## src/rtl/anbs_pkg.sv

```systemverilog
// shared types and constants of the annex b nal unit splitter
`default_nettype none

package anbs_pkg;

   localparam logic [7:0] BYTE_ZERO       = 8'h00;
   localparam logic [7:0] START_BYTE      = 8'h01;
   localparam int         MIN_START_ZEROS = 2;

   typedef enum logic [2:0] {
      ST_IDLE,
      ST_EVAL,
      ST_HELD,
      ST_ZEROS,
      ST_FINAL
   } state_type;

   // class of the captured byte
   typedef enum logic [1:0] {
      CLS_HUNT,
      CLS_ZERO,
      CLS_START,
      CLS_PAYLOAD
   } cls_type;

   // source of an emitted byte
   typedef enum logic [1:0] {
      SRC_HELD,
      SRC_ZERO,
      SRC_NEW
   } src_type;

   typedef struct packed {
      logic    capture;
      logic    emit;
      src_type src;
      logic    last;
      logic    hunt_upd;
      logic    zero_inc;
      logic    zero_dec;
      logic    start_end;
      logic    store_new;
      logic    clear_all;
   } cmd_type;

   typedef struct packed {
      cls_type cls;
      logic    eos;
      logic    held_valid;
      logic    zr_is_zero;
      logic    zr_is_one;
      logic    out_free;
   } status_type;

endpackage

`default_nettype wire

```

## src/rtl/anbs_dp.sv

```systemverilog
// datapath: parser state, captured beat and output register
`default_nettype none

module anbs_dp #(
   parameter int MAX_ZERO_RUN = 32
) (
   input  wire                  clock,
   input  wire                  reset,
   input  wire  [7:0]           req_in_byte,
   input  wire                  req_end_of_stream,
   input  anbs_pkg::cmd_type    cmd,
   output anbs_pkg::status_type status,
   input  wire                  rsp_stall,
   output logic                 rsp_valid,
   output logic [7:0]           rsp_unit_byte,
   output logic                 rsp_unit_first,
   output logic                 rsp_unit_last
);

   localparam int ZR_W = $clog2(MAX_ZERO_RUN + 1);
   localparam logic [ZR_W-1:0] ZR_MAX = ZR_W'(MAX_ZERO_RUN);
   localparam logic [ZR_W-1:0] ZR_MIN_START = ZR_W'(anbs_pkg::MIN_START_ZEROS);
   localparam logic [ZR_W-1:0] ZR_ONE = ZR_W'(1);

   logic            synced_ff, synced_in;
   logic [ZR_W-1:0] zr_ff, zr_in;
   logic            held_valid_ff, held_valid_in;
   logic [7:0]      held_value_ff, held_value_in;
   logic            first_ff, first_in;
   logic [7:0]      b_ff, b_in;
   logic            eos_ff, eos_in;
   logic            out_valid_ff, out_valid_in;
   logic [7:0]      out_byte_ff, out_byte_in;
   logic            out_first_ff, out_first_in;
   logic            out_last_ff, out_last_in;
   logic [7:0]      emit_byte;

   always_comb begin
      status.eos        = eos_ff;
      status.held_valid = held_valid_ff;
      status.zr_is_zero = (zr_ff == '0);
      status.zr_is_one  = (zr_ff == ZR_ONE);
      status.out_free   = !out_valid_ff || !rsp_stall;
      if (!synced_ff) begin
         status.cls = anbs_pkg::CLS_HUNT;
      end else if (b_ff == anbs_pkg::BYTE_ZERO) begin
         status.cls = anbs_pkg::CLS_ZERO;
      end else if (b_ff == anbs_pkg::START_BYTE && zr_ff >= ZR_MIN_START) begin
         status.cls = anbs_pkg::CLS_START;
      end else begin
         status.cls = anbs_pkg::CLS_PAYLOAD;
      end
   end

   always_comb begin
      case (cmd.src)
         anbs_pkg::SRC_HELD: emit_byte = held_value_ff;
         anbs_pkg::SRC_NEW:  emit_byte = b_ff;
         default:            emit_byte = anbs_pkg::BYTE_ZERO;
      endcase
   end

   always_comb begin
      synced_in     = synced_ff;
      zr_in         = zr_ff;
      held_valid_in = held_valid_ff;
      held_value_in = held_value_ff;
      first_in      = first_ff;
      b_in          = b_ff;
      eos_in        = eos_ff;
      out_byte_in   = out_byte_ff;
      out_first_in  = out_first_ff;
      out_last_in   = out_last_ff;
      out_valid_in  = out_valid_ff && rsp_stall;

      if (cmd.capture) begin
         b_in   = req_in_byte;
         eos_in = req_end_of_stream;
      end
      if (cmd.hunt_upd && b_ff == anbs_pkg::START_BYTE) begin
         synced_in     = 1'b1;
         zr_in         = '0;
         held_valid_in = 1'b0;
         first_in      = 1'b1;
      end
      if (cmd.zero_inc && zr_ff != ZR_MAX) begin
         zr_in = zr_ff + ZR_ONE;
      end
      if (cmd.zero_dec) begin
         zr_in = zr_ff - ZR_ONE;
      end
      if (cmd.emit) begin
         out_valid_in = 1'b1;
         out_byte_in  = emit_byte;
         out_first_in = first_ff;
         out_last_in  = cmd.last;
         first_in     = 1'b0;
      end
      if (cmd.start_end) begin
         held_valid_in = 1'b0;
         first_in      = 1'b1;
         zr_in         = '0;
      end
      if (cmd.store_new) begin
         held_value_in = b_ff;
         held_valid_in = 1'b1;
      end
      if (cmd.clear_all) begin
         synced_in     = 1'b0;
         zr_in         = '0;
         held_valid_in = 1'b0;
         first_in      = 1'b1;
      end
   end

   always_ff @(posedge clock) begin
      if (reset) begin
         synced_ff     <= 1'b0;
         zr_ff         <= '0;
         held_valid_ff <= 1'b0;
         first_ff      <= 1'b1;
         out_valid_ff  <= 1'b0;
      end else begin
         synced_ff     <= synced_in;
         zr_ff         <= zr_in;
         held_valid_ff <= held_valid_in;
         first_ff      <= first_in;
         out_valid_ff  <= out_valid_in;
      end
   end

   always_ff @(posedge clock) begin
      held_value_ff <= held_value_in;
      b_ff          <= b_in;
      eos_ff        <= eos_in;
      out_byte_ff   <= out_byte_in;
      out_first_ff  <= out_first_in;
      out_last_ff   <= out_last_in;
   end

   assign rsp_valid      = out_valid_ff;
   assign rsp_unit_byte  = out_byte_ff;
   assign rsp_unit_first = out_first_ff;
   assign rsp_unit_last  = out_last_ff;

endmodule

`default_nettype wire

```

## src/rtl/anbs_ctrl.sv

```systemverilog
// controller: sequences capture, held byte, zero run and final byte
`default_nettype none

module anbs_ctrl (
   input  wire                  clock,
   input  wire                  reset,
   input  wire                  req_valid,
   output logic                 req_stall,
   input  anbs_pkg::status_type status,
   output anbs_pkg::cmd_type    cmd
);

   anbs_pkg::state_type state_ff, state_in;

   always_ff @(posedge clock) begin
      if (reset) begin
         state_ff <= anbs_pkg::ST_IDLE;
      end else begin
         state_ff <= state_in;
      end
   end

   // next state
   always_comb begin
      state_in = state_ff;
      case (state_ff)
         anbs_pkg::ST_IDLE: begin
            if (req_valid) state_in = anbs_pkg::ST_EVAL;
         end
         anbs_pkg::ST_EVAL: begin
            case (status.cls)
               anbs_pkg::CLS_ZERO: begin
                  if (status.eos && status.held_valid) state_in = anbs_pkg::ST_HELD;
                  else                                 state_in = anbs_pkg::ST_IDLE;
               end
               anbs_pkg::CLS_START: begin
                  if (status.held_valid) state_in = anbs_pkg::ST_HELD;
                  else                   state_in = anbs_pkg::ST_IDLE;
               end
               anbs_pkg::CLS_PAYLOAD: begin
                  if (status.held_valid)      state_in = anbs_pkg::ST_HELD;
                  else if (!status.zr_is_zero) state_in = anbs_pkg::ST_ZEROS;
                  else                         state_in = anbs_pkg::ST_FINAL;
               end
               default: state_in = anbs_pkg::ST_IDLE;
            endcase
         end
         anbs_pkg::ST_HELD: begin
            if (status.out_free) begin
               if (status.cls != anbs_pkg::CLS_PAYLOAD) state_in = anbs_pkg::ST_IDLE;
               else if (!status.zr_is_zero)            state_in = anbs_pkg::ST_ZEROS;
               else                                    state_in = anbs_pkg::ST_FINAL;
            end
         end
         anbs_pkg::ST_ZEROS: begin
            if (status.out_free && status.zr_is_one) state_in = anbs_pkg::ST_FINAL;
         end
         anbs_pkg::ST_FINAL: begin
            if (!status.eos || status.out_free) state_in = anbs_pkg::ST_IDLE;
         end
         default: state_in = anbs_pkg::ST_IDLE;
      endcase
   end

   // outputs
   always_comb begin
      cmd       = '0;
      cmd.src   = anbs_pkg::SRC_ZERO;
      req_stall = 1'b1;
      case (state_ff)
         anbs_pkg::ST_IDLE: begin
            req_stall   = 1'b0;
            cmd.capture = req_valid;
         end
         anbs_pkg::ST_EVAL: begin
            case (status.cls)
               anbs_pkg::CLS_HUNT: begin
                  cmd.hunt_upd  = 1'b1;
                  cmd.clear_all = status.eos;
               end
               anbs_pkg::CLS_ZERO: begin
                  cmd.zero_inc  = 1'b1;
                  cmd.clear_all = status.eos && !status.held_valid;
               end
               anbs_pkg::CLS_START: begin
                  if (!status.held_valid) begin
                     cmd.start_end = 1'b1;
                     cmd.clear_all = status.eos;
                  end
               end
               default: ;
            endcase
         end
         anbs_pkg::ST_HELD: begin
            if (status.out_free) begin
               cmd.emit = 1'b1;
               cmd.src  = anbs_pkg::SRC_HELD;
               cmd.last = (status.cls != anbs_pkg::CLS_PAYLOAD);
               if (status.cls == anbs_pkg::CLS_START) begin
                  cmd.start_end = 1'b1;
                  cmd.clear_all = status.eos;
               end else if (status.cls == anbs_pkg::CLS_ZERO) begin
                  cmd.clear_all = 1'b1;
               end
            end
         end
         anbs_pkg::ST_ZEROS: begin
            if (status.out_free) begin
               cmd.emit     = 1'b1;
               cmd.src      = anbs_pkg::SRC_ZERO;
               cmd.zero_dec = 1'b1;
            end
         end
         anbs_pkg::ST_FINAL: begin
            if (!status.eos) begin
               cmd.store_new = 1'b1;
            end else if (status.out_free) begin
               cmd.emit      = 1'b1;
               cmd.src       = anbs_pkg::SRC_NEW;
               cmd.last      = 1'b1;
               cmd.clear_all = 1'b1;
            end
         end
         default: ;
      endcase
   end

endmodule

`default_nettype wire

```

## src/rtl/annexb_nal_unit_splitter.sv

```systemverilog
// top level of the annex b byte stream nal unit splitter
// usage:
//  - req channel carries one stream byte per beat with an end of stream flag;
//    a beat is taken when req_valid is high and req_stall is low
//  - rsp channel carries one nal unit byte per beat with first and last marks
//  - bytes before the first 0x01 byte are skipped; trailing zeros of
//    a unit (and the leading zero of a four byte start code) are dropped
//  - the latest nonzero byte is held back until the next byte shows whether
//    it ends its unit, so results lag the input by one payload byte
// sequencing:
//  - the controller walks one input beat at a time: capture, evaluate, emit
//    the held byte and released zeros, then emit or hold the new byte
//  - the zero run saturates at MAX_ZERO_RUN, further zeros are dropped
// reset: synchronous, returns to hunting for the first start code
// stall: rsp is one output register; a stalled beat holds and the
//  controller waits in its emit state until the register frees
`default_nettype none

module annexb_nal_unit_splitter #(
   parameter int MAX_ZERO_RUN = 32
) (
   input  wire        clock,
   input  wire        reset,
   input  wire        req_valid,
   output logic       req_stall,
   input  wire  [7:0] req_in_byte,
   input  wire        req_end_of_stream,
   output logic       rsp_valid,
   input  wire        rsp_stall,
   output logic [7:0] rsp_unit_byte,
   output logic       rsp_unit_first,
   output logic       rsp_unit_last
);

   // command and status between controller and datapath
   anbs_pkg::cmd_type    cmd;
   anbs_pkg::status_type status;

   // sequencer for one input beat at a time
   anbs_ctrl u_ctrl (
      .clock     (clock),
      .reset     (reset),
      .req_valid (req_valid),
      .req_stall (req_stall),
      .status    (status),
      .cmd       (cmd)
   );

   // parser state, captured beat, output register
   anbs_dp #(
      .MAX_ZERO_RUN (MAX_ZERO_RUN)
   ) u_dp (
      .clock             (clock),
      .reset             (reset),
      .req_in_byte       (req_in_byte),
      .req_end_of_stream (req_end_of_stream),
      .cmd               (cmd),
      .status            (status),
      .rsp_stall         (rsp_stall),
      .rsp_valid         (rsp_valid),
      .rsp_unit_byte     (rsp_unit_byte),
      .rsp_unit_first    (rsp_unit_first),
      .rsp_unit_last     (rsp_unit_last)
   );

   // one beat in flight: after a take, the input side is closed next cycle
   a_one_in_flight: assert property (@(posedge clock) disable iff (reset)
      (req_valid && !req_stall) |=> req_stall)
      else $error("input taken while a beat is still being worked");

   // the controller only loads the output register when it can take a beat
   a_emit_when_free: assert property (@(posedge clock) disable iff (reset)
      cmd.emit |-> status.out_free)
      else $error("output register overwritten");

   // a unit never ends on a zero byte, trailing zeros are dropped
   a_no_zero_last: assert property (@(posedge clock) disable iff (reset)
      (rsp_valid && rsp_unit_last) |-> (rsp_unit_byte != anbs_pkg::BYTE_ZERO))
      else $error("unit ends on a zero byte");

endmodule

`default_nettype wire

```

## config.mk

```make
export PLATFORM = sky130hd
export DESIGN_NAME = annexb_nal_unit_splitter
export DESIGN_NICKNAME = d
export VERILOG_FILES = /design/src/rtl/anbs_pkg.sv /design/src/rtl/anbs_dp.sv /design/src/rtl/anbs_ctrl.sv /design/src/rtl/annexb_nal_unit_splitter.sv
export SDC_FILE = /design/constraint.sdc
export NUM_CORES = 1
export LEC_CHECK = 0
export ABC_AREA = 1
export BUFFER_PORTS_ARGS = -buffer_cell sky130_fd_sc_hd__buf_2
export CORE_UTILIZATION = 54
export CTS_BUF_LIST = sky130_fd_sc_hd__clkbuf_4 sky130_fd_sc_hd__clkbuf_8
export CTS_CLUSTER_SIZE = 20
export DETAILED_ROUTE_END_ITERATION = 7
export PLACE_DENSITY = 0.82
export SLEW_MARGIN = 20
export SYNTH_ARGS = -nofsm -noshare
export SYNTH_HDL_FRONTEND = slang
export SYNTH_SLANG_ARGS = --single-unit
```

## constraint.sdc

```tcl
create_clock -name clock -period 1.4 [get_ports clock]
set_input_delay 0.07 -clock clock [delete_from_list [all_inputs] [get_ports clock]]
set_output_delay 0.07 -clock clock [all_outputs]
set_load 0.005 [all_outputs]
```

==> qor.csv <==
metric,value,unit
die height,65.4,um
Fillers,172,
Syn Nets,263,
fin nets,353,
Post-Route WL,7560,um
Place WS,-0.0874,ns
hold_ws,0.0136,ns
Initial Util,0.579,
crit path time final,1.71,ns
most frequent cells after synthesis,"50 x nand2_1, 31 x nand3_1, 30 x nor2_1",
Die Area,0.00427,mm^2
top_reg_cell synth,edfxtp_1,
DR vias,2339,
post-DP HPWL,3510,um
Mapped Avg Cell Area,8.85,um^2
Worst VDD drop,0.000840,V
type of origin of the critical path,flip-flop,
post-synthesis async set-or-reset flop share,0,
Core ar.,0.00374,mm^2
final hold violation count,0,
status,"finished, violations left",
violated checks,negative setup slack,
Root Buffer,clkbuf_8,
skew final,0.0149,ns
PwrDens,786,mW/mm^2
I/O Pins,25,
CP arrival,1.97,ns
Synth top area share,0.374,
RSZ-0062 raised after global routing,yes,
Clock Sink Count,40,
reg2reg path depth,9,
placed cells,359,
Tot GR Track Use,0.326,
post-route ant nets,0,
Syn Inst Count,245,
drt pass-1 iters,5,
Syn Std Cell Area,0.00217,mm^2
Hold Crit Start,reset,
Max Cap Viol,0,
period utilization,1.22,
Post-synth EDFFs,27,
WS Path Type,flip-flop to flip-flop,
hold path endpoint,u_ctrl.state_ff[0],
most common cell in the synthesized netlist,nand2_1,
Synth Register Bits,40,
number of cell rows,22,
utilization after layout,0.850,
r2r endpoint,u_dp.zr_ff[1],
R2R Setup Slk,-0.31,ns
Crit. End Element,flip-flop,
Final Non-Filler Cells,384,
first-pass GRT wire length,10100,um
clock-pin slew on the worst setup and hold paths,0.09,ns
Min-Delay Path Depth,2,
leading area contributor after synthesis,edfxtp_1,
TritonCTS clock tree,yes,
count of cell types in the netlist,30,
TritonCTS Buffers,5,
vias in the first global route,2189,
Worst-Skew Late Latency,0.31,ns
largest net degree at the start of global routing,16,
largest cells by area after synthesis,"edfxtp_1 37%, dfxtp_1 12%, nand2_1 8.7%, nand3_1 7.2%, nor2_1 5.2%",
die width,65.4,um
Buffers on Ports,24,
Clock H-tree levels,2,
Slew headroom,0.767,
Leak,1.40,nW
CP max FO,6,
GP Congestion,0.890,
f_max,584,MHz
part of the Yosys area used for sequential elements,0.494,
Iteration-0 DRC Markers,347,
Syn. warnings,0,
worst reg2reg startpoint,u_dp.b_ff[1],
Hold Path Class,primary input to flip-flop,
setup violators final,25,
Slew Limit Fails,0,
"Req. time, crit path",1.65,ns
# diodes,0,
ratio of cells with drive above 1 in the final layout,0.467,
Synth-to-Final Area Change,46.8,%
DR DRC count,0,
DR vias/cell,6.09,
post-route setup slack,-0.313,ns
Clock Path Buffers,2,
Slew @ Worst Pin,0.347,ns
initial antenna violation count,0,
total grt overflow,0,
drt wl/cell,19.7,um
==> power breakdown <==
group,leakage [nW],internal (W),switching [W],total [W]
Clock,0.0548,0.000538,0.000469,0.00101
Sequential,0.337,0.00128,0.0000225,0.00130
Combinational,1.00,0.0000956,0.0000996,0.000195
==> critical path, stage by stage, from the launching register on <==
cell      delay, ns
edfxtp_1       0.46
nor2_1         0.21
nand2_2        0.10
nor2_4         0.22
nand3_4        0.16
nand2_1        0.10
o21ai_0        0.14
nand2_1        0.12
inv_1          0.06
nor2_1         0.09
==> per-stage QoR <==
step           setup TNS [ns]  total power (W)  cell area [um^2]
6_report                -3.41          0.00250              3180
3_3_place_gp           -0.879          0.00144              2720
4_1_cts                -0.621          0.00242              3040
5_1_grt                 -5.27          0.00255              3180
2_1_floorplan               0          0.00137              2200
3_5_place_dp            -1.41          0.00144              2720
==> timing repair <==
item | 4_1_cts | 5_1_grt
pin swaps | 16 | 14
setup buffers | 6 | 2
gates resized for setup | 19 | 37
setup endpoints to repair | 24 | 35
hold buffers | 9 | 0
endpoints found under the hold margin | 9 | 0
==> how the worst max path moves through the flow <==
stage	to	cells past startpoint	slack (ns)	start
2_1_floorplan	u_dp.zr_ff[1]	9	0.003	u_dp.zr_ff[0]
3_3_place_gp	u_dp.zr_ff[1]	9	-0.06	u_dp.zr_ff[0]
3_5_place_dp	u_dp.zr_ff[1]	10	-0.09	u_dp.b_ff[3]
4_1_cts	u_dp.zr_ff[0]	10	-0.07	u_dp.b_ff[2]
5_1_grt	u_dp.zr_ff[1]	9	-0.39	u_dp.b_ff[1]
6_report	u_dp.zr_ff[1]	9	-0.31	u_dp.b_ff[1]
==> kinds of logic (layout without fill, tap and decap cells) <==
logic type               after synthesis  after routing  synth area share
AND/OR/NAND/NOR                      142            142             0.330
buffers and inverters                 33            124            0.0647
adder cells (fa/ha/maj)                5              5            0.0289
XOR/XNOR                               5              5            0.0202
flip-flops                            40             40             0.494
AO/OA/AOI/OAI                         20             20            0.0618
==> state kept, by name (all words and copies together), names as in the netlist <==
signal               flops
u_dp.rsp_valid           1
u_dp.b_ff                8
u_dp.held_valid_ff       1
u_dp.first_ff            1
u_dp.rsp_unit_last       1
u_dp.held_value_ff       8
u_dp.rsp_unit_first      1
u_dp.zr_ff               6
u_dp.synced_ff           1
u_dp.rsp_unit_byte       8
u_ctrl.state_ff          3
u_dp.eos_ff              1
==> cells in the final DEF, fill, tap and decap left out, types with 5 or more instances in the layout <==
cell,count
buf_4,51
nor2_4,12
nand2_2,12
dlygate4sd3_1,9
inv_2,6
nand3_1,23
nand2_4,6
nor2_2,7
nand2_1,38
edfxtp_1,27
nand4_1,9
nor2_1,20
inv_1,20
a21oi_1,5
buf_2,24
dfxtp_1,8
nand3_2,8
clkbuf_8,5
==> final cells by class <==
type	count	area (um^2)	area share
Multi-Input combinational cell	172	1160	0.365
Sequential cell	40	1080	0.339
Timing Repair Buffer	87	644	0.203
Inverter	29	119	0.0374
Clock buffer	5	68.8	0.0216
Tap cell	48	60.1	0.0189
Clock inverter	3	46.3	0.0146
==> per-layer routing <==
layer  vias up  global-route usage  wire (um)
met2       205               0.535       3500
met5         -                   0          0
met3        80              0.0851        784
met1      1057               0.366       2580
li1        997                   -          -
met4         0               0.231        691
No activity file was read; power rests on OpenSTA's default activity.
